--- src/sv/soc_pkg.sv ---
// soc_pkg: shared widths, defaults and the cell control struct for the
// subarray occurrence counter; no dependencies
package soc_pkg;

    // field widths fixed by the stream format
    localparam int WORD_W  = 32;
    localparam int PIDX_W  = 6;
    localparam int LEN_W   = 7;
    localparam int COUNT_W = 13;

    // packed bus widths, whole bytes
    localparam int S_DATA_W = 40;
    localparam int M_DATA_W = 16;

    // defaults for the top-level parameters
    localparam int DEF_MAX_PATTERN = 64;
    localparam int DEF_MAX_COUNT   = 4096;

    // command codes carried on the input tuser bit
    typedef enum logic {
        CMD_LOAD = 1'b0,
        CMD_TEXT = 1'b1
    } soc_cmd_t;

    // control broadcast to every cell of the chain
    typedef struct packed {
        logic              load_en;
        logic              text_en;
        logic              clear;
        logic [PIDX_W-1:0] load_index;
    } soc_ctrl_t;

endpackage

--- src/sv/subarray_occurrence_counter.sv ---
// subarray_occurrence_counter: top level, chain of pattern cells, counter and
// output register; depends on soc_pkg, soc_cell, soc_counter
//
// channel   dir  handshake            payload
// s_*       in   s_tvalid/s_tready    tdata: word_value[31:0] pattern_index[37:32]
//                                     tuser: command, tlast: text_last
// m_*       out  m_tvalid/m_tready    tdata: match_here[0] occurrence_count[13:1]
//                                     tlast: stream_done
// cfg_*     in   cfg_we               cfg_wdata: pattern_length
//
// one transfer per cycle unless the output stalls; a text word's result is in the
// output register the cycle after its transfer, set by one compare in every cell
// plus the flag select and the count increment
// a load transfer gives no result
// reset clears prefix flags, count, output valid and sets pattern_length to 1
// input is taken while the output register is empty or being drained
module subarray_occurrence_counter #(
    parameter int MAX_PATTERN = soc_pkg::DEF_MAX_PATTERN,
    parameter int MAX_COUNT   = soc_pkg::DEF_MAX_COUNT
) (
    input  logic                         aclk,
    input  logic                         aresetn,
    // word_value [31:0], pattern_index [37:32], zero [39:38]
    input  logic [soc_pkg::S_DATA_W-1:0] s_tdata,
    // command [0]
    input  logic                         s_tuser,
    input  logic                         s_tlast,
    input  logic                         s_tvalid,
    output logic                         s_tready,
    // match_here [0], occurrence_count [13:1], zero [15:14]
    output logic [soc_pkg::M_DATA_W-1:0] m_tdata,
    output logic                         m_tlast,
    output logic                         m_tvalid,
    input  logic                         m_tready,
    input  logic                         cfg_we,
    input  logic [soc_pkg::LEN_W-1:0]    cfg_wdata
);
    import soc_pkg::*;

    localparam int IW    = (MAX_PATTERN > 1) ? $clog2(MAX_PATTERN) : 1;
    localparam int LW    = ($clog2(MAX_PATTERN + 1) > LEN_W) ? $clog2(MAX_PATTERN + 1) : LEN_W;
    localparam int CNT_W = (MAX_COUNT > 1) ? $clog2(MAX_COUNT + 1) : 1;

    logic                   s_fire;
    soc_ctrl_t              ctrl;
    logic [WORD_W-1:0]      word;
    logic [LEN_W-1:0]       pattern_length_reg;
    logic [LW-1:0]          len_ext;
    logic [LW-1:0]          len_eff;
    logic [IW-1:0]          len_sel;
    logic [MAX_PATTERN:0]   chain_flag;
    logic [MAX_PATTERN-1:0] flags_next;
    logic                   match;
    logic [CNT_W-1:0]       count_next;
    logic [CNT_W-1:0]       count_value;

    logic                   m_valid_reg;
    logic                   m_match_reg;
    logic [COUNT_W-1:0]     m_count_reg;
    logic                   m_last_reg;

    // input transfer and the control broadcast to the chain
    assign s_tready = !m_valid_reg || m_tready;
    assign s_fire   = s_tvalid && s_tready;
    assign word     = s_tdata[WORD_W-1:0];

    always_comb begin
        ctrl.load_en    = s_fire && (soc_cmd_t'(s_tuser) == CMD_LOAD);
        ctrl.text_en    = s_fire && (soc_cmd_t'(s_tuser) == CMD_TEXT);
        ctrl.clear      = s_tlast;
        ctrl.load_index = s_tdata[WORD_W +: PIDX_W];
    end

    // pattern length register
    always_ff @(posedge aclk) begin
        if (!aresetn) begin
            pattern_length_reg <= LEN_W'(1);
        end else if (cfg_we) begin
            pattern_length_reg <= cfg_wdata;
        end
    end

    // clamp length to 1..MAX_PATTERN and pick the last position
    always_comb begin
        len_ext = LW'(pattern_length_reg);
        if (len_ext == '0) begin
            len_eff = LW'(1);
        end else if (len_ext > LW'(MAX_PATTERN)) begin
            len_eff = LW'(MAX_PATTERN);
        end else begin
            len_eff = len_ext;
        end
        len_sel = IW'(len_eff - LW'(1));
    end

    // the cell chain, position 0 always sees a held prefix
    assign chain_flag[0] = 1'b1;

    for (genvar j = 0; j < MAX_PATTERN; j++) begin : g_cell
        soc_cell #(
            .IDX (j)
        ) u_cell (
            .aclk      (aclk),
            .aresetn   (aresetn),
            .ctrl      (ctrl),
            .word      (word),
            .flag_in   (chain_flag[j]),
            .flag_out  (chain_flag[j+1]),
            .flag_next (flags_next[j])
        );
    end

    assign match = ctrl.text_en && flags_next[len_sel];

    // occurrence count
    soc_counter #(
        .MAX_COUNT (MAX_COUNT)
    ) u_counter (
        .aclk        (aclk),
        .aresetn     (aresetn),
        .ctrl        (ctrl),
        .match       (match),
        .count_next  (count_next),
        .count_value (count_value)
    );

    // output register
    always_ff @(posedge aclk) begin
        if (!aresetn) begin
            m_valid_reg <= 1'b0;
        end else if (s_tready) begin
            m_valid_reg <= ctrl.text_en;
        end
    end

    always_ff @(posedge aclk) begin
        if (ctrl.text_en) begin
            m_match_reg <= match;
            m_count_reg <= COUNT_W'(count_next);
            m_last_reg  <= s_tlast;
        end
    end

    assign m_tvalid = m_valid_reg;
    assign m_tlast  = m_last_reg;
    assign m_tdata  = {{(M_DATA_W - COUNT_W - 1){1'b0}}, m_count_reg, m_match_reg};

    // count never passes its bound
    a_count_bound: assert property (@(posedge aclk) disable iff (!aresetn)
        count_value <= CNT_W'(MAX_COUNT))
        else $error("occurrence count above bound");

    // a pattern load never creates a result
    a_load_no_result: assert property (@(posedge aclk) disable iff (!aresetn)
        ctrl.load_en |=> !m_tvalid)
        else $error("result after pattern load");

    // the last text word leaves the count and prefix flags cleared
    a_stream_clear: assert property (@(posedge aclk) disable iff (!aresetn)
        (ctrl.text_en && s_tlast) |=>
            (count_value == '0) && (chain_flag[MAX_PATTERN:1] == '0))
        else $error("state not cleared after end of stream");

endmodule

--- src/sv/soc_cell.sv ---
// soc_cell: one position of the pattern chain, holds a pattern word and its
// prefix flag; depends on soc_pkg
module soc_cell #(
    parameter int IDX = 0
) (
    input  logic                      aclk,
    input  logic                      aresetn,
    input  soc_pkg::soc_ctrl_t        ctrl,
    input  logic [soc_pkg::WORD_W-1:0] word,
    input  logic                      flag_in,
    output logic                      flag_out,
    output logic                      flag_next
);
    import soc_pkg::*;

    logic [WORD_W-1:0] pat_reg;
    logic              flag_reg;
    logic              hit;

    // pattern word load, addressed by the cell position
    always_ff @(posedge aclk) begin
        if (ctrl.load_en && (32'(ctrl.load_index) == IDX)) begin
            pat_reg <= word;
        end
    end

    // prefix extends when the neighbor's prefix held and this word matches
    assign hit       = (pat_reg == word);
    assign flag_next = flag_in & hit;

    always_ff @(posedge aclk) begin
        if (!aresetn) begin
            flag_reg <= 1'b0;
        end else if (ctrl.text_en) begin
            flag_reg <= ctrl.clear ? 1'b0 : flag_next;
        end
    end

    assign flag_out = flag_reg;

endmodule

--- src/sv/soc_counter.sv ---
// soc_counter: saturating occurrence count for the current stream;
// depends on soc_pkg
module soc_counter #(
    parameter int MAX_COUNT = soc_pkg::DEF_MAX_COUNT,
    localparam int CNT_W = (MAX_COUNT > 1) ? $clog2(MAX_COUNT + 1) : 1
) (
    input  logic             aclk,
    input  logic             aresetn,
    input  soc_pkg::soc_ctrl_t ctrl,
    input  logic             match,
    output logic [CNT_W-1:0] count_next,
    output logic [CNT_W-1:0] count_value
);
    import soc_pkg::*;

    logic [CNT_W-1:0] count_reg;

    // count this match unless already at the bound
    always_comb begin
        count_next = count_reg;
        if (match && (count_reg < CNT_W'(MAX_COUNT))) begin
            count_next = count_reg + CNT_W'(1);
        end
    end

    // end of stream restarts the count
    always_ff @(posedge aclk) begin
        if (!aresetn) begin
            count_reg <= '0;
        end else if (ctrl.text_en) begin
            count_reg <= ctrl.clear ? '0 : count_next;
        end
    end

    assign count_value = count_reg;

endmodule
--- config.mk ---
export PLATFORM = sky130hd
export DESIGN_NAME = subarray_occurrence_counter
export DESIGN_NICKNAME = d
export VERILOG_FILES = /design/src/sv/soc_pkg.sv /design/src/sv/subarray_occurrence_counter.sv /design/src/sv/soc_cell.sv /design/src/sv/soc_counter.sv
export SDC_FILE = /design/constraint.sdc
export NUM_CORES = 2
export LEC_CHECK = 0
export BUFFER_PORTS_ARGS = -buffer_cell sky130_fd_sc_hd__buf_2
export CAP_MARGIN = 20
export CORE_UTILIZATION = 55
export DETAILED_ROUTE_END_ITERATION = 7
export HOLD_SLACK_MARGIN = 0.12
export PLACE_DENSITY = 0.71
export SLEW_MARGIN = 15
export SYNTH_ARGS = -nofsm -noshare
export SYNTH_HDL_FRONTEND = slang
export SYNTH_SLANG_ARGS = --single-unit
--- constraint.sdc ---
create_clock -name aclk -period 8.1 [get_ports aclk]
set_input_delay 1.62 -clock aclk [delete_from_list [all_inputs] [get_ports aclk]]
set_output_delay 1.62 -clock aclk [all_outputs]
set_load 0.02 [all_outputs]
==> impl_metrics.ini <==
[die]
core.rowCount = 148
die_area_um2 = 166000
die_y_um = 407
io_pins = 73
fp.dieW_um = 407
core_um2 = 163000
start_util = 0.555

[synthesis]
synth-seq-cells = 2147
synth_edf_count = 2063
synth_ff_type = edfxtp_1
synth_warnings = 0
synth_cell_types = 66
avgSynthCellArea_um2 = 15.7
ys_async_sr_fraction = 0
synth_cells = 5777
ys_seq_area_frac = 0.704
syn_area_um2 = 90400

[sta]
relSlewSlack = 0.314
finalHoldViolCount = 0
drv_slew = 0
timing.final.ws_setup_ns = 2.41
fin_setup_tns_ns = 0
final.setup_skew_ns = 0.0343
setup_viol = 0
fin_crit_sh = 0.703
clock.fmax_mhz = 176
rsz0062_at_grt = no
period_needed_ns = 5.69
worstMarginPinSlew_ns = 1.03

[worst_hold_path]
worstHoldStart = g_cell[1].u_cell.flag_out
whs_endpoint = g_cell[1].u_cell.flag_out
hold_depth = 2
hold_path.class = flip-flop to flip-flop

[worst_setup_path]
reg2regPathDepth = 14
r2r_end = u_counter.count_value[8]
startpoint_type = primary input
cp.required_ns = 8.86
r2r_start = len_ext[4]
crit_fanout = 40
crit_family = simple AND/OR/NAND/NOR gates
cpPeakStageDelay_ns = 0.64
reg2reg_setup_slack_ns = 2.46
slowest_stage = or4_1
crit_chain = clkbuf_8 > xnor2_1 > nand4_1 > nor4_1 > nand4_1 > or4_1 > o221ai_1 > a21boi_0 > nor3_2 > o21ai_2 > or4_1 > a31oi_1
crit_arrival_ns = 6.46
crit_buf_inv = 1
criticalPathCategory = primary input to flip-flop
end_kind = flip-flop

[clock_tree]
cts_buffers = 213
clk_path_buf_depth = 3
cts.sinks = 2147
clkLatencyLatePin_ns = 0.84
ctsHtreeMaxLevel = 4
root_buffer = clkbuf_16
post_cts_buffers = 0
clkSlewWorstSetupHoldPaths_ns = 0.06
cts_tree = built
hold_buffers = 0
cts_resized = 0

[routing]
num_vias = 50100
drc = 0
drtPass1Iterations = 5
wl_met3_um = 20200
wl_um = 236000
via_per_inst = 5.92
first_iter_violations = 5949
top_layer = met5
routed-wl-met2_um = 111000
postRouteAntennaNets = 0
wl_met1_um = 98800
wl_per_cell_um = 27.9

[global_route]
gr-total-overflow = 0
grt_pass1_wl_um = 341000
grt_usage = 0.283
grt_max_degree = 59
first_global_vias = 48600
antenna_found_initial = 9

[power_and_ir_drop]
power.density_nw_per_um2 = 228
ir_worst_vdd_uv = 242
leakage_uw = 0.0323
total_power_uw = 23300

[final_layout]
final-seq-area_um2 = 63600
drive_above_1_share = 0.121
multi_input_area_um2 = 25500
nets = 6149
nFillCells = 11700
final_cell_mix = edfxtp_1, xnor2_1, xor2_1, nand4_1, buf_4
fin_util = 0.627
areaGrowthSynthToFinish_pct = 13.0
largest_reg_flops = 2048
final_common_cell = edfxtp_1

[outcome]
status = finished, final reports clean

[flow_run]
maxCapViolations = 0

[placement]
preCtsSetupSlack_ns = 1.62
gp_congestion = 0.854
dp_hpwl_um = 137000
port_buffers = 68
==> synth_stat cells (all sizes together) (43+ instances only) <==
cell / n / area share
xnor2: 1134 / 0.11
nand2: 102 / 0.0042
nand3: 114 / 0.0063
clkbuf: 43 / 0.0018
buf: 234 / 0.014
edfxtp: 2063 / 0.69
nor2: 149 / 0.0062
nor4: 253 / 0.018
nor3: 106 / 0.0059
a21oi: 69 / 0.0038
xor2: 914 / 0.089
nand4: 286 / 0.020
dfxtp: 84 / 0.019
==> through the flow <==
| step | cells | cell area [µm²] | hold slack (ns) |
|---|---|---|---|
| detailed placement | 8053 | 95400 | 0.442 |
| CTS | 8456 | 102000 | 0.457 |
| finish | 8458 | 102000 | 0.456 |
| global placement | 8052 | 95400 | 0.438 |
| global route | 8456 | 102000 | 0.469 |
| floorplan | 5778 | 90400 | 0.427 |
==> area by class of cell <==
type / count / share of cell area
diodes: 2 / 0.0000490
clock buffers: 319 / 0.0595
clock inverters: 84 / 0.00711
inverters: 26 / 0.000980
multi-input cells: 3328 / 0.249
flip-flops and latches: 2147 / 0.623
well taps: 2175 / 0.0266
repair buffers: 377 / 0.0337
==> tightest hold or removal path, cell delays in order (launching register included) <==
cell and delay [ns]:
dfxtp_1 0.31, nand2_1 0.05, a21oi_1 0.05
==> power by group <==
group	total, µW	internal [µW]	switching, µW
sequential	12200	12200	12.9
combinational	1480	463	1020
clock	9580	5420	4160
==> how the worst max path moves through the flow <==
stage	from	slack (ns)	cells after the start	to
2_1_floorplan	s_tdata[11]	3.31	14	m_count_reg[1]
3_3_place_gp	s_tdata[3]	1.71	13	u_counter.count_value[6]
3_5_place_dp	s_tdata[3]	1.62	13	u_counter.count_value[8]
4_1_cts	len_ext[2]	2.47	14	u_counter.count_value[8]
5_1_grt	len_ext[4]	2.20	14	u_counter.count_value[6]
6_report	s_tdata[23]	2.41	12	u_counter.count_value[8]
==> routing by layer <==
metal | vias up | track usage
li1 | 21700 | -
met5 | - | 0
met4 | 2 | 0.0791
met2 | 2277 | 0.450
met1 | 25700 | 0.409
met3 | 334 | 0.0410
==> kinds of logic (layout without fill, tap and decap cells) <==
| group | count (synthesis) | count (layout) | synth area share |
|---|---|---|---|
| compound gates | 146 | 146 | 0.0106 |
| flops | 2147 | 2147 | 0.704 |
| buf+inv | 303 | 806 | 0.0168 |
| mux | 27 | 27 | 0.00338 |
| simple gates | 1103 | 1103 | 0.0669 |
| other cells | 1 | 4 | 0.0000415 |
| xor+xnor | 2048 | 2048 | 0.198 |
| fa+ha+maj | 2 | 2 | 0.000277 |
No activity file was read; power rests on OpenSTA's default activity.
